==> config.mk <==
export PLATFORM = sky130hd
export DESIGN_NAME = sha256_queue
export DESIGN_NICKNAME = d
export VERILOG_FILES = /design/src/rtl/sha256_hash_engine_core_macros.svh /design/src/rtl/sha256_pkg.sv /design/src/rtl/sha256_queue.sv
export SDC_FILE = /design/constraint.sdc
export NUM_CORES = 1
export LEC_CHECK = 0
export BUFFER_PORTS_ARGS = -buffer_cell sky130_fd_sc_hd__buf_2
export CAP_MARGIN = 20
export CELL_PAD_IN_SITES_DETAIL_PLACEMENT = 0
export CELL_PAD_IN_SITES_GLOBAL_PLACEMENT = 1
export CORE_AREA = 10 10 397 399
export CTS_BUF_LIST = sky130_fd_sc_hd__clkbuf_2
export CTS_CLUSTER_DIAMETER = 50
export DETAILED_ROUTE_END_ITERATION = 7
export DIE_AREA = 0 0 407 409
export MAX_ROUTING_LAYER = met4
export PLACE_DENSITY = 0.5
export SYNTH_ARGS = -nofsm -noshare
export SYNTH_HDL_FRONTEND = slang
export SYNTH_SLANG_ARGS = --single-unit
==> constraint.sdc <==
create_clock -name clk_i -period 27.2 [get_ports clk_i]
set_input_delay 1.36 -clock clk_i [delete_from_list [all_inputs] [get_ports clk_i]]
set_output_delay 1.36 -clock clk_i [all_outputs]
set_load 0.005 [all_outputs]
==> src/rtl/sha256_hash_engine_core_macros.svh <==
// Assertion macros for the SHA-256 hash engine core.
// Included by the top level; expands to nothing when SYNTH is defined.
`ifndef SHA256_HASH_ENGINE_CORE_MACROS_SVH
`define SHA256_HASH_ENGINE_CORE_MACROS_SVH
`ifndef SYNTH
// Check a property on every rising clock edge outside reset.
`define SHA_ASSERT(lbl, prop, msg) \
  lbl: assert property (@(posedge clk_i) disable iff (!rst_ni) (prop)) else $error(msg);
// Check that a condition holds in the cycle after a trigger.
`define SHA_ASSERT_NEXT(lbl, ante, cons, msg) \
  lbl: assert property (@(posedge clk_i) disable iff (!rst_ni) (ante) |=> (cons)) \
    else $error(msg);
`else
`define SHA_ASSERT(lbl, prop, msg)
`define SHA_ASSERT_NEXT(lbl, ante, cons, msg)
`endif
`endif

==> src/rtl/sha256_pkg.sv <==
// Shared types, constants and round functions of the SHA-256 hash engine.
// No dependencies; imported by every module of the core.
`default_nettype none

package sha256_pkg;

  localparam int unsigned BlockWords = 16;
  localparam int unsigned Rounds     = 64;

  localparam logic [7:0] PAD_BYTE  = 8'h80;
  // First fill level that no longer leaves room for the length in the same block.
  localparam logic [5:0] PAD_LIMIT = 6'd56;

  // Block handed from the front to the back.
  typedef struct packed {
    logic                             last_blk;
    logic [BlockWords-1:0][31:0]      words;
  } blk_item_t;

  // Initial chain value, h0 in element 0.
  localparam logic [7:0][31:0] INIT_HASH = {
    32'h5be0cd19, 32'h1f83d9ab, 32'h9b05688c, 32'h510e527f,
    32'ha54ff53a, 32'h3c6ef372, 32'hbb67ae85, 32'h6a09e667
  };

  localparam logic [31:0] ROUND_K [Rounds] = '{
    32'h428a2f98, 32'h71374491, 32'hb5c0fbcf, 32'he9b5dba5,
    32'h3956c25b, 32'h59f111f1, 32'h923f82a4, 32'hab1c5ed5,
    32'hd807aa98, 32'h12835b01, 32'h243185be, 32'h550c7dc3,
    32'h72be5d74, 32'h80deb1fe, 32'h9bdc06a7, 32'hc19bf174,
    32'he49b69c1, 32'hefbe4786, 32'h0fc19dc6, 32'h240ca1cc,
    32'h2de92c6f, 32'h4a7484aa, 32'h5cb0a9dc, 32'h76f988da,
    32'h983e5152, 32'ha831c66d, 32'hb00327c8, 32'hbf597fc7,
    32'hc6e00bf3, 32'hd5a79147, 32'h06ca6351, 32'h14292967,
    32'h27b70a85, 32'h2e1b2138, 32'h4d2c6dfc, 32'h53380d13,
    32'h650a7354, 32'h766a0abb, 32'h81c2c92e, 32'h92722c85,
    32'ha2bfe8a1, 32'ha81a664b, 32'hc24b8b70, 32'hc76c51a3,
    32'hd192e819, 32'hd6990624, 32'hf40e3585, 32'h106aa070,
    32'h19a4c116, 32'h1e376c08, 32'h2748774c, 32'h34b0bcb5,
    32'h391c0cb3, 32'h4ed8aa4a, 32'h5b9cca4f, 32'h682e6ff3,
    32'h748f82ee, 32'h78a5636f, 32'h84c87814, 32'h8cc70208,
    32'h90befffa, 32'ha4506ceb, 32'hbef9a3f7, 32'hc67178f2
  };

  function automatic logic [31:0] big_sigma0(input logic [31:0] x);
    return {x[1:0], x[31:2]} ^ {x[12:0], x[31:13]} ^ {x[21:0], x[31:22]};
  endfunction

  function automatic logic [31:0] big_sigma1(input logic [31:0] x);
    return {x[5:0], x[31:6]} ^ {x[10:0], x[31:11]} ^ {x[24:0], x[31:25]};
  endfunction

  function automatic logic [31:0] small_sigma0(input logic [31:0] x);
    return {x[6:0], x[31:7]} ^ {x[17:0], x[31:18]} ^ {3'b000, x[31:3]};
  endfunction

  function automatic logic [31:0] small_sigma1(input logic [31:0] x);
    return {x[16:0], x[31:17]} ^ {x[18:0], x[31:19]} ^ {10'b0, x[31:10]};
  endfunction

endpackage

`default_nettype wire

==> src/rtl/sha256_queue.sv <==
// Two-entry block queue between the SHA-256 front and back.
// Depends on sha256_pkg for the block item type.
`default_nettype none

module sha256_queue (
  input  wire logic                  clk_i,
  input  wire logic                  rst_ni,
  input  wire logic                  push_valid_i,
  output logic                       push_ready_o,
  input  wire sha256_pkg::blk_item_t push_item_i,
  output logic                       pop_valid_o,
  input  wire logic                  pop_ready_i,
  output sha256_pkg::blk_item_t      pop_item_o
);
  import sha256_pkg::*;

  blk_item_t  mem_q [2];
  logic       wr_ptr_q, rd_ptr_q;
  logic [1:0] cnt_q;
  logic       do_push, do_pop;

  assign push_ready_o = (cnt_q != 2'd2);
  assign pop_valid_o  = (cnt_q != 2'd0);
  assign do_push      = push_valid_i && push_ready_o;
  assign do_pop       = pop_valid_o && pop_ready_i;
  assign pop_item_o   = mem_q[rd_ptr_q];

  always_ff @(posedge clk_i or negedge rst_ni) begin
    if (!rst_ni) begin
      wr_ptr_q <= 1'b0;
      rd_ptr_q <= 1'b0;
      cnt_q    <= '0;
    end else begin
      if (do_push) wr_ptr_q <= ~wr_ptr_q;
      if (do_pop)  rd_ptr_q <= ~rd_ptr_q;
      case ({do_push, do_pop})
        2'b10:   cnt_q <= cnt_q + 2'd1;
        2'b01:   cnt_q <= cnt_q - 2'd1;
        default: cnt_q <= cnt_q;
      endcase
    end
  end

  always_ff @(posedge clk_i) begin
    if (do_push) begin
      mem_q[wr_ptr_q] <= push_item_i;
    end
  end

endmodule

`default_nettype wire

# After elaboration in Yosys (flattened, before gate mapping)
# Memories as Yosys holds them, arrays and structs flattened.
# Cells that the tools add are included.
# Widths: inputs -> output; s select.
dict set report totals {
  ff_bits 4
  ramBits 1026
  word_cells 18
  memories 1
}
# memory depth word_bits rd rd_ports_with_merged_regs write_ports line
set mem_list {}
lappend mem_list {mem_q 2 513 1 0 1 sha256_queue.sv:17} ;# blk_item_t mem_q [2];
dict set report classes {
  add_sub_neg 2
  n_eq_ne 3
  mux 3
  bitwise 2
  n_reduce_logical 4
}
# op count
set ops {}
lappend ops {{$pmux 2 s2} 1}
lappend ops {{$reduce_bool 2->1} 2}
lappend ops {{$add 2x1->2 const B} 1}
lappend ops {{$eq 2x1->1 const B} 1}
lappend ops {{$eq 2x2->1 const B} 1}
lappend ops {{$logic_and 1x1->1} 2}
lappend ops {{$mux 1} 2}
lappend ops {{$ne 2x2->1 const B} 1}
lappend ops {{$not 1->1} 2}
lappend ops {{$sub 2x1->2 const B} 1}

# Depth between registers and ports, before layout
dict set report logic_depth {
  ltp_word 4
  ltp_mapped 6
  ltp_nobuf 6
}

# Least setup slack after synthesis
# OpenSTA, ideal clock, no wires.
dict set report synth_path {
  path_kind {input port to flip-flop}
  startpoint {in push_valid_i}
  endpoint {mem mem_q[0][0] (netlist bit) (enable)}
  setup_time_ns 1.401
  arrival_time_ns 22.670
  required_ns 25.799
  slack_ns 3.129
  stages 2
  path_cell_list {nand2_1 nor2_1}
}
dict set report synth_between {
  elab_chain_cells 3
}
# item line
set synth_lines {}
lappend synth_lines {{from (decl)} sha256_queue.sv:8} ;# input wire logic push_valid_i,
lappend synth_lines {{$logic_and 1x1->1} sha256_queue.sv:24} ;# assign do_push = push_valid_i && push_ready_o;
lappend synth_lines {{$mux 1} sha256_queue.sv:45} ;# if (do_push) begin
lappend synth_lines {{$mux 1 (not written as such)} sha256_queue.sv:46} ;# mem_q[wr_ptr_q] <= push_item_i;
lappend synth_lines {{to (decl)} sha256_queue.sv:17}
# Every way passes these cells.

==> qor.yml <==
avgSynthCellArea_um2: 24.32
grt_pass1_vias: 25761
die_w_um: 407
final_area_um2: 54290
cp_slowest_cell: "dfrtp_4"
rr_worst_depth: 6
first_iter_violations: 990
fin_util: 0.3633
initial_utilization: 0.2625
num_vias: 22705
syn_to_final_growth_pct: 38.39
critPathLaunchType: "register"
yosysMostFrequentCell: "edfxtp_1"
die_area_um2: 166500
std_cell_rows: 142
fill_cells: 14414
hold_class: "in -> async"
grt_max_degree: 162
postCtsSetupBuffers: 0
grt_pass1_wl_um: 173700
status: "completed"
crit_cells: 6
setup_tns_ns: 0
synth_cell_types: 16
fmax_mhz: 123.1
rsz0062_at_grt: "false"
drv_slew: 0
cp.required_ns: 25.84
ant_nets: 0
portBuffers: 1031
ys_async_sr_fraction: 0.003883
finalCritPeriodShare: 0.2986
ctsResizeCount: 0
drc: 0
num-nets-final: 3944
cp_slowest_stage_delay_ns: 1.00
synth_edf_count: 1026
ys.flop_type: "edfxtp_1"
maxCapViolations: 0
syn-num-nets: 2131
skew_ns: 0.2396
die_y_um: 409
grt.overflow.total: 0
p_leak_nw: 21.93
antenna_found_initial: 28
netlist.area_leader.share: 0.7854
critPathMaxFanout: 53
numCtsBuffers: 296
gp_congestion: 0.8420
cts_sinks: 1030
ys_warn_count: 0
syn-cell-area_um2: 39230
power_density_nw_per_um2: 95.51
wl_per_cell_um: 22.07
endpoint_kind: "primary output"
cts-root-buf: "clkbuf_2"
worstPathCellList: "buf_4, buf_4, buf_4, buf_4, mux2_4, buf_2"
grt_usage: 0.1472
critPathMostFrequentCell: "buf_4"
drt_pass1_iterations: 5
htreeDepth: 5
dp_hpwl_um: 90750
viasPerCell: 4.011
crit_type: "reg -> out"
clk_pin_slew_worst_paths_ns: 0.09
wl_um: 125000
setup_viol: 0
cts.path.max_buffers: 4
ioPinCount: 1032
cp_num_buf_inv: 5
drive_gt1_frac: 0.5566
place_ws_ns: 20.58
synth_area_leaders: "edfxtp_1 79%, mux2_4 18%, mux2_2 1.5%"
ys_ff_latch: 1030
synth_top_area_cell: "edfxtp_1"
period_minus_slack_ns: 8.122
crit_family: "buffers and inverters"
dpl_cell_area_um2: 46410
core-area_um2: 149400
clk_latency_ns: 1.66
whs_ns: 0.3047
final.setup.worst_slack_ns: 19.08
cts_tree: "built"
vdd_drop_max_v: 0.00004309
worst_pin_slew_ns: 1.161
relSlewSlack: 0.2261
ys_top_cells_by_count: "1026 x edfxtp_1, 460 x mux2_4, 53 x mux2_2"
final_hold_viol_count: 0
arrival_ns: 6.76
yosysSeqAreaShare: 0.7879
syn_inst: 1613
r2r_slack_ns: 23.23
[path summary, 6_finish.rpt]
check / start / endpoint
worst max-delay path: rd_ptr_q$_DFFE_PN0P_ / pop_item_o[451]
worst min-delay path: rst_ni / cnt_q[0]$_DFFE_PN0P_
worst max register to register: cnt_q[0]$_DFFE_PN0P_ / mem_q[0][288]$_DFFE_PP_
worst min register to register: cnt_q[1]$_DFFE_PN0P_ / cnt_q[1]$_DFFE_PN0P_
max in group asynchronous: rst_ni / wr_ptr_q$_DFFE_PN0P_
min in group clk_i: push_item_i[199] / mem_q[1][199]$_DFFE_PP_
[sequential cells by signal (all words and copies together) (netlist names)]
register / count
mem_q: 1026
cnt_q: 2
wr_ptr_q: 1
rd_ptr_q: 1
[worst register-to-register path: stages, from the launching register on]
cell      delay (ns)
dfrtp_1         0.40
nand2b_1        0.24
nand2_1         0.18
nor2_4          0.47
buf_4           0.65
buf_12          0.50
buf_4           1.12
[logic make-up after synthesis]
kind of cell / after synthesis / synth area share
buffers and inverters: 57 / 0.01844
XOR/XNOR: 5 / 0.001117
adder cells (fa/ha/maj): 1 / 0.0003189
flip-flops: 1030 / 0.7879
multiplexers: 513 / 0.1913
AND/OR/NAND/NOR: 7 / 0.0009253
[per-layer routing]
layer | routed length (um) | up-vias | track usage
li1 | - | 10289 | -
met1 | 45360 | 11266 | 0.1487
met2 | 64490 | 922 | 0.2533
met3 | 11390 | 228 | 0.05945
met4 | 3722 | 0 | 0.05616
met5 | 0 | - | -
[area by class of cell]
type,count,area (um^2),area share
Sequential cell,1030,30910,0.5694
Tap cell,2016,2522,0.04646
Antenna cell,32,80.08,0.001475
Clock buffer,415,2077,0.03826
Multi-Input combinational cell,526,7609,0.1402
Clock inverter,70,493.0,0.009081
Timing Repair Buffer,1572,10590,0.1951
[cell usage in the layout (no fill, tap or decap)]
cell type      synthesis  final
and2_1                 1      1
clkinv_2               0     12
nor2_4                 0      1
dfrtp_4                0      1
buf_16                 0      2
inv_2                  0      3
mux2_2                53     53
xnor2_1                3      3
nand2b_1               1      1
nand2_1                1      1
edfxtp_1            1026   1026
bufinv_16              0      8
buf_2                  5   1031
xor2_1                 2      2
buf_12                 0      3
clkinv_1               0     46
clkbuf_2               0    415
buf_4                  0     19
ha_1                   1      1
or2_2                  1      1
mux2_4               460    460
diode_2                0     32
and3_4                 0      1
dfrtp_1                4      3
nor2_1                 2      1
clkinv_4               0      1
dlygate4sd3_1          0    517
[metrics by stage]
| stage | instances | power [mW] |
|---|---|---|
| 3_5_place_dp | 4625 | 4.080 |
| 2_1_floorplan | 1613 | 3.645 |
| 3_3_place_gp | 4625 | 4.057 |
| 6_report | 5661 | 5.185 |
| 5_1_grt | 5659 | 5.493 |
| 4_1_cts | 5627 | 5.306 |
[where the power goes]
group | leakage [nW] | internal [mW] | switching [mW]
clock | 1.97 | 0.482 | 0.638
combinational | 10.4 | 0.889 | 0.904
sequential | 9.58 | 2.17 | 0.103
[timing repair]
item                                    in CTS  in global routing
hold endpoints to repair                  1032                  0
endpoints found under the setup margin       0                  0
hold buffers                               517                  0
No activity file was read; power rests on OpenSTA's default activity.
