===== src/rtl/sha256_hash_engine_core_macros.svh =====
// Assertion macros for the SHA-256 hash engine core.
// Included by the top level; expands to nothing when SYNTH is defined.
`ifndef SHA256_HASH_ENGINE_CORE_MACROS_SVH
`define SHA256_HASH_ENGINE_CORE_MACROS_SVH
`ifndef SYNTH
// Check a property on every rising clock edge outside reset.
`define SHA_ASSERT(lbl, prop, msg) \
  lbl: assert property (@(posedge clk_i) disable iff (!rst_ni) (prop)) else $error(msg);
// Check that a condition holds in the cycle after a trigger.
`define SHA_ASSERT_NEXT(lbl, ante, cons, msg) \
  lbl: assert property (@(posedge clk_i) disable iff (!rst_ni) (ante) |=> (cons)) \
    else $error(msg);
`else
`define SHA_ASSERT(lbl, prop, msg)
`define SHA_ASSERT_NEXT(lbl, ante, cons, msg)
`endif
`endif


===== src/rtl/sha256_pkg.sv =====
// Shared types, constants and round functions of the SHA-256 hash engine.
// No dependencies; imported by every module of the core.
`default_nettype none

package sha256_pkg;

  localparam int unsigned BlockWords = 16;
  localparam int unsigned Rounds     = 64;

  localparam logic [7:0] PAD_BYTE  = 8'h80;
  // First fill level that no longer leaves room for the length in the same block.
  localparam logic [5:0] PAD_LIMIT = 6'd56;

  // Block handed from the front to the back.
  typedef struct packed {
    logic                             last_blk;
    logic [BlockWords-1:0][31:0]      words;
  } blk_item_t;

  // Initial chain value, h0 in element 0.
  localparam logic [7:0][31:0] INIT_HASH = {
    32'h5be0cd19, 32'h1f83d9ab, 32'h9b05688c, 32'h510e527f,
    32'ha54ff53a, 32'h3c6ef372, 32'hbb67ae85, 32'h6a09e667
  };

  localparam logic [31:0] ROUND_K [Rounds] = '{
    32'h428a2f98, 32'h71374491, 32'hb5c0fbcf, 32'he9b5dba5,
    32'h3956c25b, 32'h59f111f1, 32'h923f82a4, 32'hab1c5ed5,
    32'hd807aa98, 32'h12835b01, 32'h243185be, 32'h550c7dc3,
    32'h72be5d74, 32'h80deb1fe, 32'h9bdc06a7, 32'hc19bf174,
    32'he49b69c1, 32'hefbe4786, 32'h0fc19dc6, 32'h240ca1cc,
    32'h2de92c6f, 32'h4a7484aa, 32'h5cb0a9dc, 32'h76f988da,
    32'h983e5152, 32'ha831c66d, 32'hb00327c8, 32'hbf597fc7,
    32'hc6e00bf3, 32'hd5a79147, 32'h06ca6351, 32'h14292967,
    32'h27b70a85, 32'h2e1b2138, 32'h4d2c6dfc, 32'h53380d13,
    32'h650a7354, 32'h766a0abb, 32'h81c2c92e, 32'h92722c85,
    32'ha2bfe8a1, 32'ha81a664b, 32'hc24b8b70, 32'hc76c51a3,
    32'hd192e819, 32'hd6990624, 32'hf40e3585, 32'h106aa070,
    32'h19a4c116, 32'h1e376c08, 32'h2748774c, 32'h34b0bcb5,
    32'h391c0cb3, 32'h4ed8aa4a, 32'h5b9cca4f, 32'h682e6ff3,
    32'h748f82ee, 32'h78a5636f, 32'h84c87814, 32'h8cc70208,
    32'h90befffa, 32'ha4506ceb, 32'hbef9a3f7, 32'hc67178f2
  };

  function automatic logic [31:0] big_sigma0(input logic [31:0] x);
    return {x[1:0], x[31:2]} ^ {x[12:0], x[31:13]} ^ {x[21:0], x[31:22]};
  endfunction

  function automatic logic [31:0] big_sigma1(input logic [31:0] x);
    return {x[5:0], x[31:6]} ^ {x[10:0], x[31:11]} ^ {x[24:0], x[31:25]};
  endfunction

  function automatic logic [31:0] small_sigma0(input logic [31:0] x);
    return {x[6:0], x[31:7]} ^ {x[17:0], x[31:18]} ^ {3'b000, x[31:3]};
  endfunction

  function automatic logic [31:0] small_sigma1(input logic [31:0] x);
    return {x[16:0], x[31:17]} ^ {x[18:0], x[31:19]} ^ {10'b0, x[31:10]};
  endfunction

endpackage

`default_nettype wire


===== src/rtl/sha256_back.sv =====
// Back end of the SHA-256 core: one round per cycle with a rolling message
// schedule, chain update and digest output register. Depends on sha256_pkg.
`default_nettype none

module sha256_back (
  input  wire logic                  clk_i,
  input  wire logic                  rst_ni,
  input  wire logic                  pop_valid_i,
  output logic                       pop_ready_o,
  input  wire sha256_pkg::blk_item_t pop_item_i,
  output logic                       m_axis_tvalid_o,
  input  wire logic                  m_axis_tready_i,
  output logic [39:0]                m_axis_tdata_o,
  output logic                       m_axis_tlast_o
);
  import sha256_pkg::*;

  typedef enum logic [1:0] {
    B_IDLE,
    B_ROUND,
    B_ADD
  } back_state_e;

  back_state_e                 state_q, state_d;
  logic [BlockWords-1:0][31:0] w_q, w_d;
  logic [7:0][31:0]            v_q, v_d;
  logic [7:0][31:0]            chain_q, chain_d, chain_sum;
  logic [7:0][31:0]            dig_q, dig_d;
  logic [5:0]                  rnd_q, rnd_d;
  logic                        fin_q, fin_d;
  logic [2:0]                  idx_q, idx_d;
  logic                        busy_q, busy_d;
  logic [31:0]                 t1, t2, w_next;
  logic                        out_xfer;

  assign pop_ready_o     = (state_q == B_IDLE);
  assign m_axis_tvalid_o = busy_q;
  assign m_axis_tdata_o  = {5'b0, idx_q, dig_q[0]};
  assign m_axis_tlast_o  = (idx_q == 3'd7);
  assign out_xfer        = busy_q && m_axis_tready_i;

  always_comb begin
    t1 = v_q[7] + big_sigma1(v_q[4]) + ((v_q[4] & v_q[5]) ^ (~v_q[4] & v_q[6]))
       + ROUND_K[rnd_q] + w_q[0];
    t2 = big_sigma0(v_q[0]) + ((v_q[0] & v_q[1]) ^ (v_q[0] & v_q[2]) ^ (v_q[1] & v_q[2]));
    w_next = small_sigma1(w_q[14]) + w_q[9] + small_sigma0(w_q[1]) + w_q[0];
    for (int i = 0; i < 8; i++) begin
      chain_sum[i] = chain_q[i] + v_q[i];
    end
  end

  always_comb begin
    state_d = state_q;
    w_d     = w_q;
    v_d     = v_q;
    chain_d = chain_q;
    dig_d   = dig_q;
    rnd_d   = rnd_q;
    fin_d   = fin_q;
    idx_d   = idx_q;
    busy_d  = busy_q;
    // Shift the next digest word down on every output transfer.
    if (out_xfer) begin
      for (int i = 0; i < 7; i++) begin
        dig_d[i] = dig_q[i+1];
      end
      idx_d = idx_q + 3'd1;
      if (idx_q == 3'd7) begin
        busy_d = 1'b0;
      end
    end
    unique case (state_q)
      B_IDLE: begin
        if (pop_valid_i) begin
          w_d     = pop_item_i.words;
          v_d     = chain_q;
          fin_d   = pop_item_i.last_blk;
          rnd_d   = '0;
          state_d = B_ROUND;
        end
      end
      B_ROUND: begin
        v_d[7] = v_q[6];
        v_d[6] = v_q[5];
        v_d[5] = v_q[4];
        v_d[4] = v_q[3] + t1;
        v_d[3] = v_q[2];
        v_d[2] = v_q[1];
        v_d[1] = v_q[0];
        v_d[0] = t1 + t2;
        for (int i = 0; i < BlockWords - 1; i++) begin
          w_d[i] = w_q[i+1];
        end
        w_d[BlockWords-1] = w_next;
        rnd_d = rnd_q + 6'd1;
        if (rnd_q == 6'(Rounds - 1)) begin
          state_d = B_ADD;
        end
      end
      B_ADD: begin
        if (!fin_q) begin
          chain_d = chain_sum;
          state_d = B_IDLE;
        end else if (!busy_q) begin
          // Hand the digest to the output register and restart the chain.
          dig_d   = chain_sum;
          chain_d = INIT_HASH;
          idx_d   = '0;
          busy_d  = 1'b1;
          state_d = B_IDLE;
        end
      end
      default: state_d = B_IDLE;
    endcase
  end

  always_ff @(posedge clk_i or negedge rst_ni) begin
    if (!rst_ni) begin
      state_q <= B_IDLE;
      chain_q <= INIT_HASH;
      rnd_q   <= '0;
      fin_q   <= 1'b0;
      idx_q   <= '0;
      busy_q  <= 1'b0;
    end else begin
      state_q <= state_d;
      chain_q <= chain_d;
      rnd_q   <= rnd_d;
      fin_q   <= fin_d;
      idx_q   <= idx_d;
      busy_q  <= busy_d;
    end
  end

  always_ff @(posedge clk_i) begin
    w_q   <= w_d;
    v_q   <= v_d;
    dig_q <= dig_d;
  end

endmodule

`default_nettype wire


===== config.mk =====
export PLATFORM = sky130hd
export DESIGN_NAME = sha256_back
export DESIGN_NICKNAME = d
export VERILOG_FILES = /design/src/rtl/sha256_hash_engine_core_macros.svh /design/src/rtl/sha256_pkg.sv /design/src/rtl/sha256_back.sv
export SDC_FILE = /design/constraint.sdc
export NUM_CORES = 2
export LEC_CHECK = 0
export BUFFER_PORTS_ARGS = -buffer_cell sky130_fd_sc_hd__buf_4
export CAP_MARGIN = 20
export CORE_MARGIN = 10
export CORE_UTILIZATION = 67
export CTS_BUF_LIST = sky130_fd_sc_hd__clkbuf_16
export DETAILED_ROUTE_END_ITERATION = 10
export HOLD_SLACK_MARGIN = 0.08
export PLACE_DENSITY_LB_ADDON = 0.3
export SETUP_SLACK_MARGIN = 0.2
export SKIP_CTS_REPAIR_TIMING = 1
export SLEW_MARGIN = 0
export SYNTH_ARGS = -nofsm -noshare
export SYNTH_HDL_FRONTEND = slang
export SYNTH_SLANG_ARGS = --single-unit

===== constraint.sdc =====
create_clock -name clk_i -period 50.4 [get_ports clk_i]
set_input_delay 5.04 -clock clk_i [delete_from_list [all_inputs] [get_ports clk_i]]
set_output_delay 5.04 -clock clk_i [all_outputs]
set_load 0.05 [all_outputs]

## Word level (Yosys, flattened, before mapping)

Memories as Yosys holds them, arrays and structs flattened.
Cells that the tools add are included.

| word-level totals | value |
|---|---|
| memory bits (read-only) | 2048 |
| memories | 1 |
| word-level logic and storage cells | 130 |
| bits in registers | 1293 |
| input bits | 517 |
| output and inout bits | 43 |

Memories:

| memory | words | bits a word | rd ports | clocked after Yosys merged registers in | wr ports | line | source |
|---|---|---|---|---|---|---|---|
| (name not given) | 64 | 32 | 1 | 0 | 0 | sha256_back.sv:44 | `+ ROUND_K[rnd_q] + w_q[0];` |

| cells by class | value |
|---|---|
| order comparisons | 1 |
| $add $sub $neg | 20 |
| bitwise gates (word level) | 19 |
| equality and inequality tests | 8 |
| reductions and logical operators | 8 |
| multiplexer cells | 28 |

Operator list:

| cell | count |
|---|---|
| 512-bit one-hot mux with 2 select lines | 1 |
| 224-bit 2-to-1 mux | 4 |
| 256-bit 2-to-1 mux | 3 |
| 32-bit adder | 18 |
| 512-bit 2-to-1 mux | 1 |
| 256-bit one-hot mux with 2 select lines | 1 |
| 32-bit XOR | 9 |
| 32-bit AND | 5 |
| 32-bit 2-to-1 mux | 2 |
| 32-bit inverter | 1 |
| 32-bit by 22-bit XOR with 32-bit output | 1 |
| 32-bit by 29-bit XOR with 32-bit output | 1 |
| 3-bit 2-to-1 mux | 4 |
| 6-bit one-hot mux with 2 select lines | 1 |
| 2-bit 2-to-1 mux | 4 |
| 7-bit greater-or-equal comparator, second input constant | 1 |
| 6-bit inverter with 7-bit output | 1 |
| 6-bit by 1-bit adder with 6-bit output, second input constant | 1 |
| 6-bit == test, second input constant | 1 |
| 6-bit 2-to-1 mux | 1 |
| 2-bit != test, second input constant | 3 |
| 2-bit one-hot mux with 3 select lines | 1 |
| 2-bit AND reduction | 3 |
| 3-bit AND reduction | 2 |
| other kinds (10) | 14 |

## Logic depth before layout (Yosys ltp)

| depth | value |
|---|---|
| depth in word-level cells | 8 |
| gate-level depth with buffers | 38 |
| depth with buffers taken out | 37 |

## Worst setup path before layout

No wires, ideal clock.

| path | value |
|---|---|
| path type | in2reg |
| start point | input port pop_valid_i |
| end point | register rnd_q[1] |
| slack | 28.868 ns |
| required time | 49.580 ns |
| stages | 3 |
| buffers on the path | 0 |
| setup time | 0.820 ns |
| arrival time | 20.712 ns |
| cells stage by stage | o21bai_1 -> inv_1 -> o22ai_1 |

| on the way | value |
|---|---|
| longest elaborated chain between the ends | 2 |

Ends and longest elaborated chain:

| element | line | source |
|---|---|---|
| from (decl) | sha256_back.sv:8 | `input wire logic pop_valid_i,` |
| 2-bit != test (no line) | -- |  |
| 2-bit AND reduction (no line) | -- |  |
| to (signal assigned) | sha256_back.sv:128 | `rnd_q <= rnd_d;` |
| to (decl) | sha256_back.sv:29 | `logic [5:0] rnd_q, rnd_d;` |

No other way between the ends.
A chain may end at the register's enable or synchronous reset.

==> reports/metrics.cfg <==
[drt]
antenna_left=0
drc=0
firstDrtPassIters=9
routed_wl_um=305000
vias=71900
wl_met2_um=138000
routed.top_layer=met5
wl_per_cell_um=28.2
routed_via_density=6.66
drt-initial-drc-count=11900
m1WireLength_um=102000
dr_wl_met3_um=38400

[global_routing]
grt-ovfl-total=0
grt_pass1_vias=69700
grt_pass1_wl_um=440000
grt_max_degree=192
antenna_found_initial=25
grt_usage_pct=44.2

[worst_setup_path]
worstSetupStartpointType=flip-flop
timing.rr.start=rnd_q[0]$_DFFE_PN0P_
crit_fanout=19
reg2reg_setup_slack_ps=40820
cp_top_family=compound AO/OA/AOI/OAI gates
slowest_stage=dfrtp_1
crit_path_end_kind=flip-flop
cp-startpoint=rnd_q[0]$_DFFE_PN0P_
cp.required_ps=50910
cp_common_cell=inv_1
crit_buf_inv=5
rr_endpoint=v_q[30]$_DFFE_PP_
slowest_delay_ps=830
path_class=reg -> reg
r2r_cells=33
crit_arrival_ps=10080

[yosys]
syn-cell-area_sq_um=80000
yosys.area.top_type=edfxtp_1
async_flop_share_pct=20.8
ys.flop_type=edfxtp_1
syn_avg_cell_area_sq_um=9.03
yosys_warnings=0
yosysMostFrequentCell=nand2_1
syn_inst=8853
synthTopCellsByArea=edfxtp_1, nand2_1, ha_1
synth_top_area_share_pct=30.0
synth_edf_count=800
yosysUniqueCellTypes=89
synth-seq-cells=1293
ys_top_cells_by_count=nand2_1, edfxtp_1, inv_1
ys_seq_area_share_pct=44.3

[clocking]
clock_sinks=1293
cts_buffer_depth=3
cts_tree=built
cts_made_buffers=140
cts-root-buf=clkbuf_16
insertion_delay_ps=830
path_clk_slew_ps=60
cts-htree-levels=4

[worst_hold_path]
min_to=dig_q[98]$_DFF_P_
hold_start=dig_q[130]$_DFF_P_
min_path_cells=2
hold_class=reg -> reg

[sta]
fmaxAchievable_mhz=104
setup_viol_count_final=0
post-route-period-util_pct=19.0
rsz0062_at_grt=no
final.setup.tns_ps=0
worst_pin_slew_ps=1140
fin_crit_ps=9580
finalClockSkew_ps=61.6
hold_viol=0
maxSlewViolCount=0
maxSlewHeadroom_pct=23.0

[outcome]
outcome=completed

[die]
die_h_um=365
row_count=126
start_util_pct=67.6
dieArea_sq_um=134000
die_x_um=365
core_sq_um=118000
io_pins=560

[job]
cap_violations=0

[final_layout]
area_growth_pct=12.0
drive_gt1_share_pct=11.6
nFillCells=7718
fin_nets=10200

[placement]
portBuffers=554
dp_hpwl_um=219000
gp_congestion=1.02

[cell usage in the layout (no fill, tap or decap), drive strengths merged, types with 18 or more instances in the layout]
cell,count
o21bai,53
dfxtp,224
a211oi,49
or2,18
nor2b,43
nand3,65
nand2,2699
inv,496
clkbuf,146
xor2,236
o21ai,415
nand2b,55
nor2,425
o21a,49
ha,401
o211ai,26
dfstp,136
buf,620
dfrtp,133
o22a,96
xnor2,360
fa,196
and3,81
a21o,215
nor3,71
a21oi,441
or3,19
o22ai,24
clkinv,58
mux2,32
a22o,94
nand4,21
o31ai,20
a31oi,183
edfxtp,800
[per-layer routing]
layer,vias up,track usage (%)
li1,30700,-
met1,34000,52.9
met2,5758,69.2
met3,1415,12.6
met4,22,29.8
met5,-,0
[worst max path at each step]
stage                            to  slack [ps]  cells after the start
2_1_floorplan  rnd_q[1]$_DFFE_PN0P_       28870                      3
3_5_place_dp      v_q[30]$_DFFE_PP_       40980                     33
5_1_grt           v_q[30]$_DFFE_PP_       40150                     33
4_1_cts           v_q[30]$_DFFE_PP_       40940                     33
3_3_place_gp      v_q[31]$_DFFE_PP_       41120                     35
6_report          v_q[30]$_DFFE_PP_       40820                     33
[registers in the layout, indices dropped and copies added, names as in the netlist]
| name | count |
|---|---|
| chain_q | 256 |
| fin_q | 1 |
| w_q | 512 |
| dig_q | 224 |
| v_q | 256 |
| rnd_q | 6 |
| state_q | 2 |
| idx_q | 3 |
| m_axis_tdata_o | 32 |
| m_axis_tvalid_o | 1 |
[cell families after synthesis]
family,after synthesis,synth area share (%)
flops,1293,44.3
buf+inv,952,4.64
compound gates,1816,14.7
xor+xnor,597,6.56
fa+ha+maj,600,11.2
mux,52,0.811
simple gates,3542,17.8
other cells,1,0.00469
[stage by stage]
stage / area [sq um] / util, % / hold slack [ps] / worst slack, ps / instances
after detailed placement: 84700 / 71.7 / 460 / 40980 / 10500
after global routing: 89500 / 75.7 / 487 / 40150 / 10800
after floorplan: 80000 / - / 441 / 28870 / 8857
after CTS: 89500 / 75.7 / 474 / 40940 / 10800
final: 89500 / 75.7 / 474 / 40820 / 10800
after global placement: 84700 / 71.7 / 453 / 41120 / 10500
[cell type report]
class | count | area (sq um) | share of cell area, %
clock inverter | 114 | 1120 | 1.25
clock buffer | 146 | 3650 | 4.08
multi-input combinational | 6612 | 40900 | 45.7
inverter | 463 | 1750 | 1.95
tap | 1536 | 1920 | 2.15
antenna | 14 | 35.0 | 0.0391
sequential | 1293 | 35400 | 39.6
timing repair buffer | 620 | 4730 | 5.29
[worst reg2reg max path: cells and delay by family (launching register included)]
family	cells	cell delay (ps)
AO/OA/AOI/OAI	14	3350
XOR/XNOR	2	410
adder cells (fa/ha/maj)	6	2670
buffers and inverters	5	830
flip-flops	1	830
AND/OR/NAND/NOR	6	1180
Power is left out: the tool's default activity adds up to more than one toggle a clock period on the data nets, which glitch-free logic cannot reach.
