`src/rtl/sha256_hash_engine_core_macros.svh`:
```
// Assertion macros for the SHA-256 hash engine core.
// Included by the top level; expands to nothing when SYNTH is defined.
`ifndef SHA256_HASH_ENGINE_CORE_MACROS_SVH
`define SHA256_HASH_ENGINE_CORE_MACROS_SVH
`ifndef SYNTH
// Check a property on every rising clock edge outside reset.
`define SHA_ASSERT(lbl, prop, msg) \
  lbl: assert property (@(posedge clk_i) disable iff (!rst_ni) (prop)) else $error(msg);
// Check that a condition holds in the cycle after a trigger.
`define SHA_ASSERT_NEXT(lbl, ante, cons, msg) \
  lbl: assert property (@(posedge clk_i) disable iff (!rst_ni) (ante) |=> (cons)) \
    else $error(msg);
`else
`define SHA_ASSERT(lbl, prop, msg)
`define SHA_ASSERT_NEXT(lbl, ante, cons, msg)
`endif
`endif

```
`src/rtl/sha256_pkg.sv`:
```
// Shared types, constants and round functions of the SHA-256 hash engine.
// No dependencies; imported by every module of the core.
`default_nettype none

package sha256_pkg;

  localparam int unsigned BlockWords = 16;
  localparam int unsigned Rounds     = 64;

  localparam logic [7:0] PAD_BYTE  = 8'h80;
  // First fill level that no longer leaves room for the length in the same block.
  localparam logic [5:0] PAD_LIMIT = 6'd56;

  // Block handed from the front to the back.
  typedef struct packed {
    logic                             last_blk;
    logic [BlockWords-1:0][31:0]      words;
  } blk_item_t;

  // Initial chain value, h0 in element 0.
  localparam logic [7:0][31:0] INIT_HASH = {
    32'h5be0cd19, 32'h1f83d9ab, 32'h9b05688c, 32'h510e527f,
    32'ha54ff53a, 32'h3c6ef372, 32'hbb67ae85, 32'h6a09e667
  };

  localparam logic [31:0] ROUND_K [Rounds] = '{
    32'h428a2f98, 32'h71374491, 32'hb5c0fbcf, 32'he9b5dba5,
    32'h3956c25b, 32'h59f111f1, 32'h923f82a4, 32'hab1c5ed5,
    32'hd807aa98, 32'h12835b01, 32'h243185be, 32'h550c7dc3,
    32'h72be5d74, 32'h80deb1fe, 32'h9bdc06a7, 32'hc19bf174,
    32'he49b69c1, 32'hefbe4786, 32'h0fc19dc6, 32'h240ca1cc,
    32'h2de92c6f, 32'h4a7484aa, 32'h5cb0a9dc, 32'h76f988da,
    32'h983e5152, 32'ha831c66d, 32'hb00327c8, 32'hbf597fc7,
    32'hc6e00bf3, 32'hd5a79147, 32'h06ca6351, 32'h14292967,
    32'h27b70a85, 32'h2e1b2138, 32'h4d2c6dfc, 32'h53380d13,
    32'h650a7354, 32'h766a0abb, 32'h81c2c92e, 32'h92722c85,
    32'ha2bfe8a1, 32'ha81a664b, 32'hc24b8b70, 32'hc76c51a3,
    32'hd192e819, 32'hd6990624, 32'hf40e3585, 32'h106aa070,
    32'h19a4c116, 32'h1e376c08, 32'h2748774c, 32'h34b0bcb5,
    32'h391c0cb3, 32'h4ed8aa4a, 32'h5b9cca4f, 32'h682e6ff3,
    32'h748f82ee, 32'h78a5636f, 32'h84c87814, 32'h8cc70208,
    32'h90befffa, 32'ha4506ceb, 32'hbef9a3f7, 32'hc67178f2
  };

  function automatic logic [31:0] big_sigma0(input logic [31:0] x);
    return {x[1:0], x[31:2]} ^ {x[12:0], x[31:13]} ^ {x[21:0], x[31:22]};
  endfunction

  function automatic logic [31:0] big_sigma1(input logic [31:0] x);
    return {x[5:0], x[31:6]} ^ {x[10:0], x[31:11]} ^ {x[24:0], x[31:25]};
  endfunction

  function automatic logic [31:0] small_sigma0(input logic [31:0] x);
    return {x[6:0], x[31:7]} ^ {x[17:0], x[31:18]} ^ {3'b000, x[31:3]};
  endfunction

  function automatic logic [31:0] small_sigma1(input logic [31:0] x);
    return {x[16:0], x[31:17]} ^ {x[18:0], x[31:19]} ^ {10'b0, x[31:10]};
  endfunction

endpackage

`default_nettype wire

```
`src/rtl/sha256_front.sv`:
```
// Front end of the SHA-256 core: packs bytes into a block, counts the message
// and builds the padding blocks. Depends on sha256_pkg.
`default_nettype none

module sha256_front (
  input  wire logic                  clk_i,
  input  wire logic                  rst_ni,
  input  wire logic                  s_axis_tvalid_i,
  output logic                       s_axis_tready_o,
  input  wire logic [7:0]            s_axis_tdata_i,
  input  wire logic                  s_axis_tuser_i,
  input  wire logic                  s_axis_tlast_i,
  output logic                       push_valid_o,
  input  wire logic                  push_ready_i,
  output sha256_pkg::blk_item_t      push_item_o
);
  import sha256_pkg::*;

  typedef enum logic [1:0] {
    F_BYTES,
    F_PAD,
    F_LEN
  } front_state_e;

  front_state_e                state_q, state_d;
  logic [BlockWords-1:0][31:0] blk_q, blk_d, pad_blk;
  logic [5:0]                  fill_q, fill_d;
  logic                        full_q, full_d;
  logic                        lastblk_q, lastblk_d;
  logic [60:0]                 msg_q, msg_d;
  logic [63:0]                 bit_len;
  logic                        in_xfer;

  assign s_axis_tready_o = (state_q == F_BYTES) && !full_q;
  assign in_xfer         = s_axis_tvalid_i && s_axis_tready_o;
  assign push_valid_o    = full_q;
  assign push_item_o     = '{last_blk: lastblk_q, words: blk_q};
  assign bit_len         = {msg_q, 3'b000};

  // 0x80 after the held bytes, zeros behind it.
  always_comb begin
    for (int i = 0; i < BlockWords; i++) begin
      for (int j = 0; j < 4; j++) begin
        if ((4'(i) < fill_q[5:2]) || ((4'(i) == fill_q[5:2]) && (2'(j) < fill_q[1:0]))) begin
          pad_blk[i][8*(3-j) +: 8] = blk_q[i][8*(3-j) +: 8];
        end else if ((4'(i) == fill_q[5:2]) && (2'(j) == fill_q[1:0])) begin
          pad_blk[i][8*(3-j) +: 8] = PAD_BYTE;
        end else begin
          pad_blk[i][8*(3-j) +: 8] = 8'h00;
        end
      end
    end
  end

  always_comb begin
    state_d   = state_q;
    blk_d     = blk_q;
    fill_d    = fill_q;
    full_d    = full_q;
    lastblk_d = lastblk_q;
    msg_d     = msg_q;
    if (full_q && push_ready_i) begin
      full_d = 1'b0;
    end
    unique case (state_q)
      F_BYTES: begin
        if (in_xfer) begin
          if (s_axis_tuser_i) begin
            blk_d[fill_q[5:2]][{~fill_q[1:0], 3'b000} +: 8] = s_axis_tdata_i;
            fill_d = fill_q + 6'd1;
            msg_d  = msg_q + 61'd1;
            if (fill_q == 6'd63) begin
              full_d    = 1'b1;
              lastblk_d = 1'b0;
            end
          end
          if (s_axis_tlast_i) begin
            state_d = F_PAD;
          end
        end
      end
      F_PAD: begin
        if (!full_q) begin
          blk_d  = pad_blk;
          full_d = 1'b1;
          fill_d = '0;
          if (fill_q < PAD_LIMIT) begin
            blk_d[14] = bit_len[63:32];
            blk_d[15] = bit_len[31:0];
            lastblk_d = 1'b1;
            msg_d     = '0;
            state_d   = F_BYTES;
          end else begin
            lastblk_d = 1'b0;
            state_d   = F_LEN;
          end
        end
      end
      F_LEN: begin
        if (!full_q) begin
          blk_d     = '0;
          blk_d[14] = bit_len[63:32];
          blk_d[15] = bit_len[31:0];
          full_d    = 1'b1;
          lastblk_d = 1'b1;
          msg_d     = '0;
          state_d   = F_BYTES;
        end
      end
      default: state_d = F_BYTES;
    endcase
  end

  always_ff @(posedge clk_i or negedge rst_ni) begin
    if (!rst_ni) begin
      state_q   <= F_BYTES;
      fill_q    <= '0;
      full_q    <= 1'b0;
      lastblk_q <= 1'b0;
      msg_q     <= '0;
    end else begin
      state_q   <= state_d;
      fill_q    <= fill_d;
      full_q    <= full_d;
      lastblk_q <= lastblk_d;
      msg_q     <= msg_d;
    end
  end

  always_ff @(posedge clk_i) begin
    blk_q <= blk_d;
  end

endmodule

`default_nettype wire

```
`config.mk`:
```
export PLATFORM = sky130hd
export DESIGN_NAME = sha256_front
export DESIGN_NICKNAME = d
export VERILOG_FILES = /design/src/rtl/sha256_hash_engine_core_macros.svh /design/src/rtl/sha256_pkg.sv /design/src/rtl/sha256_front.sv
export SDC_FILE = /design/constraint.sdc
export NUM_CORES = 1
export LEC_CHECK = 0
export ABC_AREA = 1
export BUFFER_PORTS_ARGS = -buffer_cell sky130_fd_sc_hd__buf_2
export CAP_MARGIN = 25
export CORE_MARGIN = 1.5
export CORE_UTILIZATION = 56
export CTS_CLUSTER_SIZE = 24
export DETAILED_ROUTE_END_ITERATION = 8
export GPL_TIMING_DRIVEN = 0
export PLACE_DENSITY_LB_ADDON = 0.25
export SETUP_SLACK_MARGIN = 0.05
export SLEW_MARGIN = 20
export SYNTH_ARGS = -nofsm -noshare
export SYNTH_HDL_FRONTEND = slang
export SYNTH_SLANG_ARGS = --single-unit
```
`constraint.sdc`:
```
create_clock -name clk_i -period 3 [get_ports clk_i]
set_input_delay 0.15 -clock clk_i [delete_from_list [all_inputs] [get_ports clk_i]]
set_output_delay 0.15 -clock clk_i [all_outputs]
set_load 0.01 [all_outputs]
```
# Word level (Yosys, flattened, before mapping)
# Index checks and enable logic that the tools add are counted.
dict set report classes {
  n_shift 2
  mux 166
  magnitude_cmp 23
  n_addsub 3
  eq_ne 92
  n_bitwise 1
  reduce_logical 271
}
# op count
set op_table {}
lappend op_table {{512-bit two-way mux} 4}
lappend op_table {{512-bit one-hot mux with 3 select lines} 1}
lappend op_table {{8-bit two-way mux} 128}
lappend op_table {{512-bit bitwise mux} 1}
lappend op_table {{6-bit AND reduction} 66}
lappend op_table {{61-bit two-way mux} 5}
lappend op_table {{61-bit one-hot mux with 3 select lines} 1}
lappend op_table {{1-bit logical AND} 132}
lappend op_table {{32-bit demux with 4-bit select} 1}
lappend op_table {{2-bit != test (second input constant)} 62}
lappend op_table {{1-bit logical OR} 64}
lappend op_table {{64-bit two-way mux} 1}
lappend op_table {{61-bit by 1-bit adder with 61-bit output (second input constant)} 1}
lappend op_table {{4-bit == test (first input constant)} 8}
lappend op_table {{4-bit < comparator (first input constant)} 8}
lappend op_table {{32-bit two-way mux} 1}
lappend op_table {{8-bit by 7-bit variable shift with 32-bit output (first input constant)} 1}
lappend op_table {{8-bit by 7-bit variable part select with 32-bit output} 1}
lappend op_table {{3-bit != test (second input constant)} 8}
lappend op_table {{6-bit two-way mux} 3}
lappend op_table {{3-bit by 4-bit == test with 1-bit output (first input constant)} 4}
lappend op_table {{3-bit by 4-bit < comparator with 1-bit output (first input constant)} 4}
lappend op_table {{6-bit one-hot mux with 2 select lines} 1}
lappend op_table {{1-bit two-way mux} 11}
lappend op_table {{other kinds (29)} 41}
dict set report totals {
  register_bits 583
  inputBits 14
  elab_cells 627
}

# Depth between registers and ports, before layout
# Gate-level depths: netlist (run 1).
dict set report depth {
  ltp_word 9
  ltp_mapped 13
  mapped_depth_nobuf 12
}

# Worst setup path before layout (run 1)
# Ideal clock, no wire load.
dict set report synth_timing {
  kind {register to register}
  from {register fill_q[0]}
  to {register with a tool-made name}
  stages_incl_launch_ff 8
  synth_period_minus_slack_ns 2.744
  required_ns 2.612
  n_path_buf 3
  t_arrival_ns 2.356
  setup_slack_ns 0.256
  path_cell_list {dfrtp_1 buf_2 inv_2 ha_1 buf_1 buf_1 nand2_1 a221oi_1}
}
# item line
set synth_lines {}
lappend synth_lines {{from (decl)} sha256_front.sv:27} ;# logic [5:0] fill_q, fill_d;
lappend synth_lines {{from (signal assigned)} sha256_front.sv:123} ;# fill_q <= fill_d;

==> results of run 1 <==
==> timing repair <==
| item | 4_1_cts | 5_1_grt |
|---|---|---|
| endpoints found under the hold margin | 75 | 0 |
| hold buffers | 5 | 0 |
| setup endpoints to repair | 651 | 625 |
| pin swaps | 3 | 2 |
| resized for setup | 102 | 91 |
| setup buffers | 6 | 7 |
==> cells by family after synthesis <==
logic type	after synthesis	share of synthesized area [%]
AOI/OAI and AO/OA	661	14.8
and+or+nand+nor	925	13.9
adders and majority gates	11	0.503
buffers and inverters	574	8.04
xor gates and xnor gates	1	0.0320
DFF	583	62.7
==> routing by layer <==
metal	track usage [%]	share of wire [%]	up-vias
met5	0	0	-
met4	22.9	6.8	0
met3	12.3	14	410
met2	66.0	45	2050
met1	54.5	35	12151
li1	-	-	10808
==> worst min-delay path, delay by kind of cell <==
family | cells | cell delay, ns
AOI/OAI and AO/OA | 1 | 0.14
buffers and inverters | 1 | 0.14
and+or+nand+nor | 1 | 0.10
==> power by group <==
group | total [mW] | switching [mW] | internal (mW) | leakage, nW
Combinational | 18.8 | 13.3 | 5.48 | 8.06
Sequential | 16.5 | 2.16 | 14.3 | 5.87
Clock | 7.73 | 3.31 | 4.41 | 0.952
==> final cells by class <==
class | count | area (µm²)
diodes | 5 | 12.5
plain buffers | 83 | 419
clock buffers | 65 | 1480
clock inverters | 43 | 508
fillers | 3703 | 14300
inverters | 487 | 1860
multi-input cells | 1598 | 8520
flip-flops and latches | 583 | 17200
well taps | 615 | 769
repair buffers | 553 | 2900
==> worst min path at each step <==
stage                            from  slack (ns)  depth (start not counted)                     end
floorplan                      rst_ni       -0.15                          0   fill_q[0]$_DFFE_PN0P_
global placement         push_ready_i        0.47                          3  push_valid_o$_DFF_PN0_
detailed placement             rst_ni        0.16                          1   msg_q[54]$_DFFE_PN0P_
CTS                            rst_ni        0.04                          2   msg_q[60]$_DFFE_PN0P_
global route        s_axis_tdata_i[7]        0.03                          3                    flop
finish              s_axis_tdata_i[7]       0.004                          3                    flop
==> layout by cell type (no fill, tap or decap), drive strengths merged, types with 3 or more instances in the layout <==
cell type / n
inv: 453
o31ai: 3
buf: 584
nand2: 407
clkinvlp: 12
dfrtp: 71
a2bb2oi: 91
a211oi: 21
edfxtp: 512
a22oi: 8
clkinv: 55
bufinv: 10
a21oi: 160
diode: 5
clkbuf: 111
ha: 11
a31oi: 3
o22ai: 224
nor3: 46
o21ai: 142
nand3: 97
dlygate4sd3: 5
nand4: 27
nor2: 343
a221oi: 4
==> stage by stage <==
| stage | setup TNS [ns] | area [µm²] | setup WS (ns) | util, % | hold slack, ns |
|---|---|---|---|---|---|
| after detailed placement | -173.34 | 30800 | -1.06 | 64.3 | 0.156 |
| final | -0.0143 | 33600 | -0.0143 | 70.1 | 0.00359 |
| after floorplan | 0 | 27300 | 0.256 | - | -0.146 |
| after global routing | 0 | 33600 | 0.0230 | 70.1 | 0.0313 |
| after global placement | -179.21 | 30700 | -1.05 | 64.1 | 0.466 |
| after CTS | -14.88 | 33300 | -0.228 | 69.4 | 0.0386 |
==> run_results.csv, run 1 <==
group,metric,value,unit
outcome,outcome,"complete, but fails checks",
outcome,violations,"negative setup slack",
sta,rsz0062_at_grt,"true",
hold_path,hold_path_class,"in2reg",
sta,drv_slew,0,
setup_path,cp_cell_sequence,"inv_1, ha_1, buf_2, clkinv_2, clkbuf_1, clkbuf_1, o21ai_0, a21oi_1",
power_and_ir_drop,powerDensity,1280,mW/mm²
routing,drt_iter0_drc,3675,
floorplanning,fp.coreArea,0.0479,mm²
yosys,synth_largest_area_cell,"edfxtp_1",
clock_tree,clock_path_buffers,3,
cells_and_area,final_cells,4032,
floorplanning,die_y,224,µm
sta,worstMarginPinSlew,0.991,ns
setup_path,worstPathMaxFanout,10,
cells_and_area,area_growth,22.9,%
yosys,synth_most_common_cell,"edfxtp_1",
routing,ant_nets,0,
clock_tree,numCtsBuffers,58,
yosys,avgSynthCellArea,9.92,µm²
placed_design,dp_cells,3904,
grt,overflow,0,
grt,antenna_found_initial,5,
placed_design,portBuffers,528,
setup_path,timing.rr.end,"push_item_o[269]$_DFFE_PP_",
setup_path,r2r_cells,8,
clock_tree,cts.reportedPaths.clkPinSlew,0.07,ns
power_and_ir_drop,ir_worst_vdd,0.000845,V
yosys,synth_edf_count,512,
setup_path,cp.depth,8,
yosys,ys_types,39,
yosys,synth-seq-area-share,62.7,%
grt,grt_max_degree,38,
placed_design,hpwl,82100,µm
clock_tree,htreeDepth,2,
routing,dr.pass1.iters,8,
yosys,synth_commonest_cells,"edfxtp_1 (512), inv_1 (453), nand2_1 (405)",
yosys,synth_nets,2780,
clock_tree,root_buffer,"clkbuf_16",
flow_run,maxCapViolations,0,
clock_tree,clock-sinks,583,
sta,clock_skew,0.0331,ns
setup_path,crit_buf_inv,5,
sta,fmax,332,MHz
floorplanning,initial_core_util,57.0,%
yosys,syn_area,0.0273,mm²
setup_path,path_class,"reg2reg",
sta,slew_headroom,34.0,%
yosys,yosys.area.top_type_share,56.2,%
setup_path,worstSetupEndpointType,"flop",
setup_path,required,3.48,ns
setup_path,max_stage_delay,0.78,ns
floorplanning,dieWidth,224,µm
yosys,synthCells,2755,
routing,drt_wl_total,110000,µm
setup_path,cp.arrival,3.50,ns
routing,wl_per_cell,27.2,µm
sta,setup_violations,1,
setup_path,critPathTopFamily,"buffers and inverters",
sta,fin_crit,3.01,ns
yosys,yosys_warnings,0,
routing,remaining_drc_errors,0,
yosys,synth-main-ff-cell,"edfxtp_1",
grt,grt_pass1_vias,23840,
cells_and_area,drive_above_1_share,23.8,%
placed_design,routabilityCongestion,1.01,
sta,setup_slack,-0.0143,ns
setup_path,critPathSlowestCell,"clkbuf_1",
sta,fin_crit_sh,100,%
routing,routed_via_density,6.30,
yosys,async_flop_share,12.2,%
clock_tree,clk-insertion-delay-late,0.66,ns
setup_path,crit_end,"push_item_o[269]$_DFFE_PP_",
setup_path,r2r_start,"state_q[0]$_DFFE_PN0P_",
clock_tree,cts_tree,"yes",
sta,hold_viol,0,
setup_path,startpoint,"state_q[0]$_DFFE_PN0P_",
floorplanning,ioPinCount,529,
yosys,synth_seq_cells,583,
floorplanning,core.rowCount,80,
setup_path,cp-start-kind,"flop",
grt,grt_pass1_wl,155000,µm
setup_path,cp_common_cell,"clkbuf_1",
grt,grt_usage,42.6,%
routing,route.vias.total,25419,
floorplanning,dieArea,0.0501,mm²
power_and_ir_drop,power,43.0,mW
power_and_ir_drop,leakagePower,14.9,nW
cells_and_area,nets,3389,
setup_path,r2r_slack,-0.01,ns
yosys,synth.area.top_cells,"edfxtp_1 (56%), dfrtp_1 (6.5%), inv_1 (6.2%)",
Note: power is estimated with default switching activity, not from simulation.
==> inputs of run 2 (changes only) <==
Settings changed: BUFFER_PORTS_ARGS -buffer_cell sky130_fd_sc_hd__buf_2 to default, CORE_UTILIZATION 56 to 64, DONT_BUFFER_PORTS from default to 1.
==> run_results.csv, run 2 (synthesized netlist as in run 1, its figures left out) <==
group,metric,value,unit
hold_path,hold_path_class,"in2reg",
outcome,outcome,"complete, but fails checks",
routing,ant_nets,0,
placed_design,dp_slack,-1.12,ns
power_and_ir_drop,leakagePower,12.8,nW
floorplanning,ioPinCount,529,
placed_design,routabilityCongestion,1.05,
power_and_ir_drop,powerDensity,1310,mW/mm²
sta,hold_viol,0,
grt,grt_pass1_wl,150000,µm
sta,hold_ws,0.0396,ns
routing,wl_per_cell,30.8,µm
flow_run,maxCapViolations,0,
floorplanning,core.rowCount,75,
cells_and_area,fin_util,73.6,%
routing,drt_iter0_drc,3625,
setup_path,required,3.37,ns
grt,grt_max_degree,72,
sta,setup_slack,-0.0868,ns
sta,fmax,324,MHz
grt,overflow,0,
placed_design,hpwl,77400,µm
sta,drv_slew,0,
routing,dr.pass1.iters,8,
routing,routed_via_density,6.96,
grt,grt_pass1_vias,22280,
setup_path,path_class,"reg2reg",
setup_path,worstPathMaxFanout,9,
cells_and_area,area_growth,13.2,%
cells_and_area,final_cells,3438,
routing,drt_wl_total,106000,µm
cells_and_area,most-common-layout-cells,"edfxtp_1 (512), inv_1 (443), nand2_1 (390)",
routing,remaining_drc_errors,0,
clock_tree,clk-insertion-delay-late,0.65,ns
clock_tree,htreeDepth,2,
placed_design,portBuffers,0,
floorplanning,initial_core_util,65.0,%
clock_tree,clock-sinks,583,
power_and_ir_drop,p_int,22.3,mW
setup_path,cp-start-kind,"flop",
clock_tree,cts_tree,"yes",
sta,slew_headroom,25.0,%
power_and_ir_drop,p_comb_share,33.1,%
floorplanning,fp.coreArea,0.0420,mm²
setup_path,critPathSlowestCell,"nor2_1",
sta,rsz0062_at_grt,"true",
grt,grt_usage,47.3,%
cells_and_area,final_common_cell,"edfxtp_1",
power_and_ir_drop,pwr-share-seq,48.3,%
clock_tree,numCtsBuffers,57,
routing,route.vias.total,23926,
sta,setup_violations,12,
floorplanning,dieWidth,210,µm
grt,antenna_found_initial,3,
setup_path,max_stage_delay,0.91,ns
cells_and_area,drive_above_1_share,9.47,%
sta,fin_crit,3.09,ns
sta,finalSetupTns,-0.694,ns
cells_and_area,nets,2871,
setup_path,cp.arrival,3.45,ns
power_and_ir_drop,switching_power,18.2,mW
power_and_ir_drop,swShare,44.9,%
sta,fin_crit_sh,103,%
clock_tree,clock_path_buffers,3,
power_and_ir_drop,ir_worst_vdd,0.000725,V
power_and_ir_drop,p_clk_share,18.6,%
setup_path,worstSetupEndpointType,"flop",
clock_tree,cts.reportedPaths.clkPinSlew,0.07,ns
placed_design,dp_cells,3296,
sta,clock_skew,0.0383,ns
clock_tree,root_buffer,"clkbuf_16",
setup_path,cp_common_cell,"nor2_1",
floorplanning,die_y,210,µm
floorplanning,dieArea,0.0440,mm²
sta,worstMarginPinSlew,1.12,ns
outcome,violations,"negative setup slack",
setup_path,cp_cell_sequence,"buf_2, nor2_1, inv_1, nor2_1, inv_1, nor2_1, nor2_4",
run 2: changes by cell type in the layout (fill, tap and decap cells not counted), moves of 5 or more:
cell	before	now
a21oi_2	13	4
a21oi_4	7	14
buf_2	555	27
clkbuf_1	30	38
clkinv_1	40	34
clkinvlp_4	12	7
dlygate4sd3_1	5	13
run 2: area by class of cell:
class | count | area (µm²)
multi-input combinational | 1598 | 8530
buffer | 83 | 413
timing repair buffer | 36 | 398
tap | 539 | 674
sequential | 583 | 17200
fill | 2964 | 11100
clock inverter | 35 | 435
inverter | 487 | 1850
antenna | 6 | 15.0
clock buffer | 71 | 1480
run 2: routing by layer:
layer	vias up	wire length [µm]	track usage, %
met5	-	83	1.33
met4	2	7890	28.6
met3	481	17700	18.7
met2	2267	46200	70.3
met1	11377	34100	58.4
li1	9799	-	-
run 2: final timing paths:
path	start	endpoint	slack [ns]	cells after the start
setup / recovery	fill_q[4]$_DFFE_PN0P_	push_item_o[73]$_DFFE_PP_	-0.09	7
hold / removal	s_axis_tdata_i[6]	push_item_o[422]$_DFFE_PP_	0.04	2
setup reg to reg	fill_q[4]$_DFFE_PN0P_	push_item_o[73]$_DFFE_PP_	-0.09	7
hold reg to reg	lastblk_q$_DFFE_PN0P_	lastblk_q$_DFFE_PN0P_	0.55	2
max in group asynchronous	rst_ni	msg_q[56]$_DFFE_PN0P_	2.50	2
min in group asynchronous	rst_ni	msg_q[13]$_DFFE_PN0P_	0.13	2
run 2: what timing repair did:
action	in CTS	in global routing
hold buffers	13	1
endpoints found under the hold margin	100	3
gates resized for setup	109	79
buffers inserted	9	10
pin swaps	6	5
endpoints found under the setup margin	623	608
run 2: per-stage QoR:
stage,area (µm²),power (mW)
final,30900,40.5
after detailed placement,28100,31.0
after global placement,28000,30.3
after floorplan,27300,25.3
after global routing,30900,41.4
after CTS,30600,39.1
run 2: worst max-delay path: cells and delay by family, from the launching register on:
kind / cells / cell delay [ns]
AND/OR/NAND/NOR: 4 / 1.66
flip-flops: 1 / 0.35
buffers and inverters: 3 / 0.78
run 2: power groups by stage:
stage / clock [mW] / combinational [mW] / sequential (mW)
after global routing: 7.73 / 14.1 / 19.6
after CTS: 7.44 / 12.4 / 19.3
final: 7.53 / 13.4 / 19.5
after detailed placement: 0 / 11.6 / 19.4
after floorplan: 0 / 7.71 / 17.6
after global placement: 0 / 11.0 / 19.3
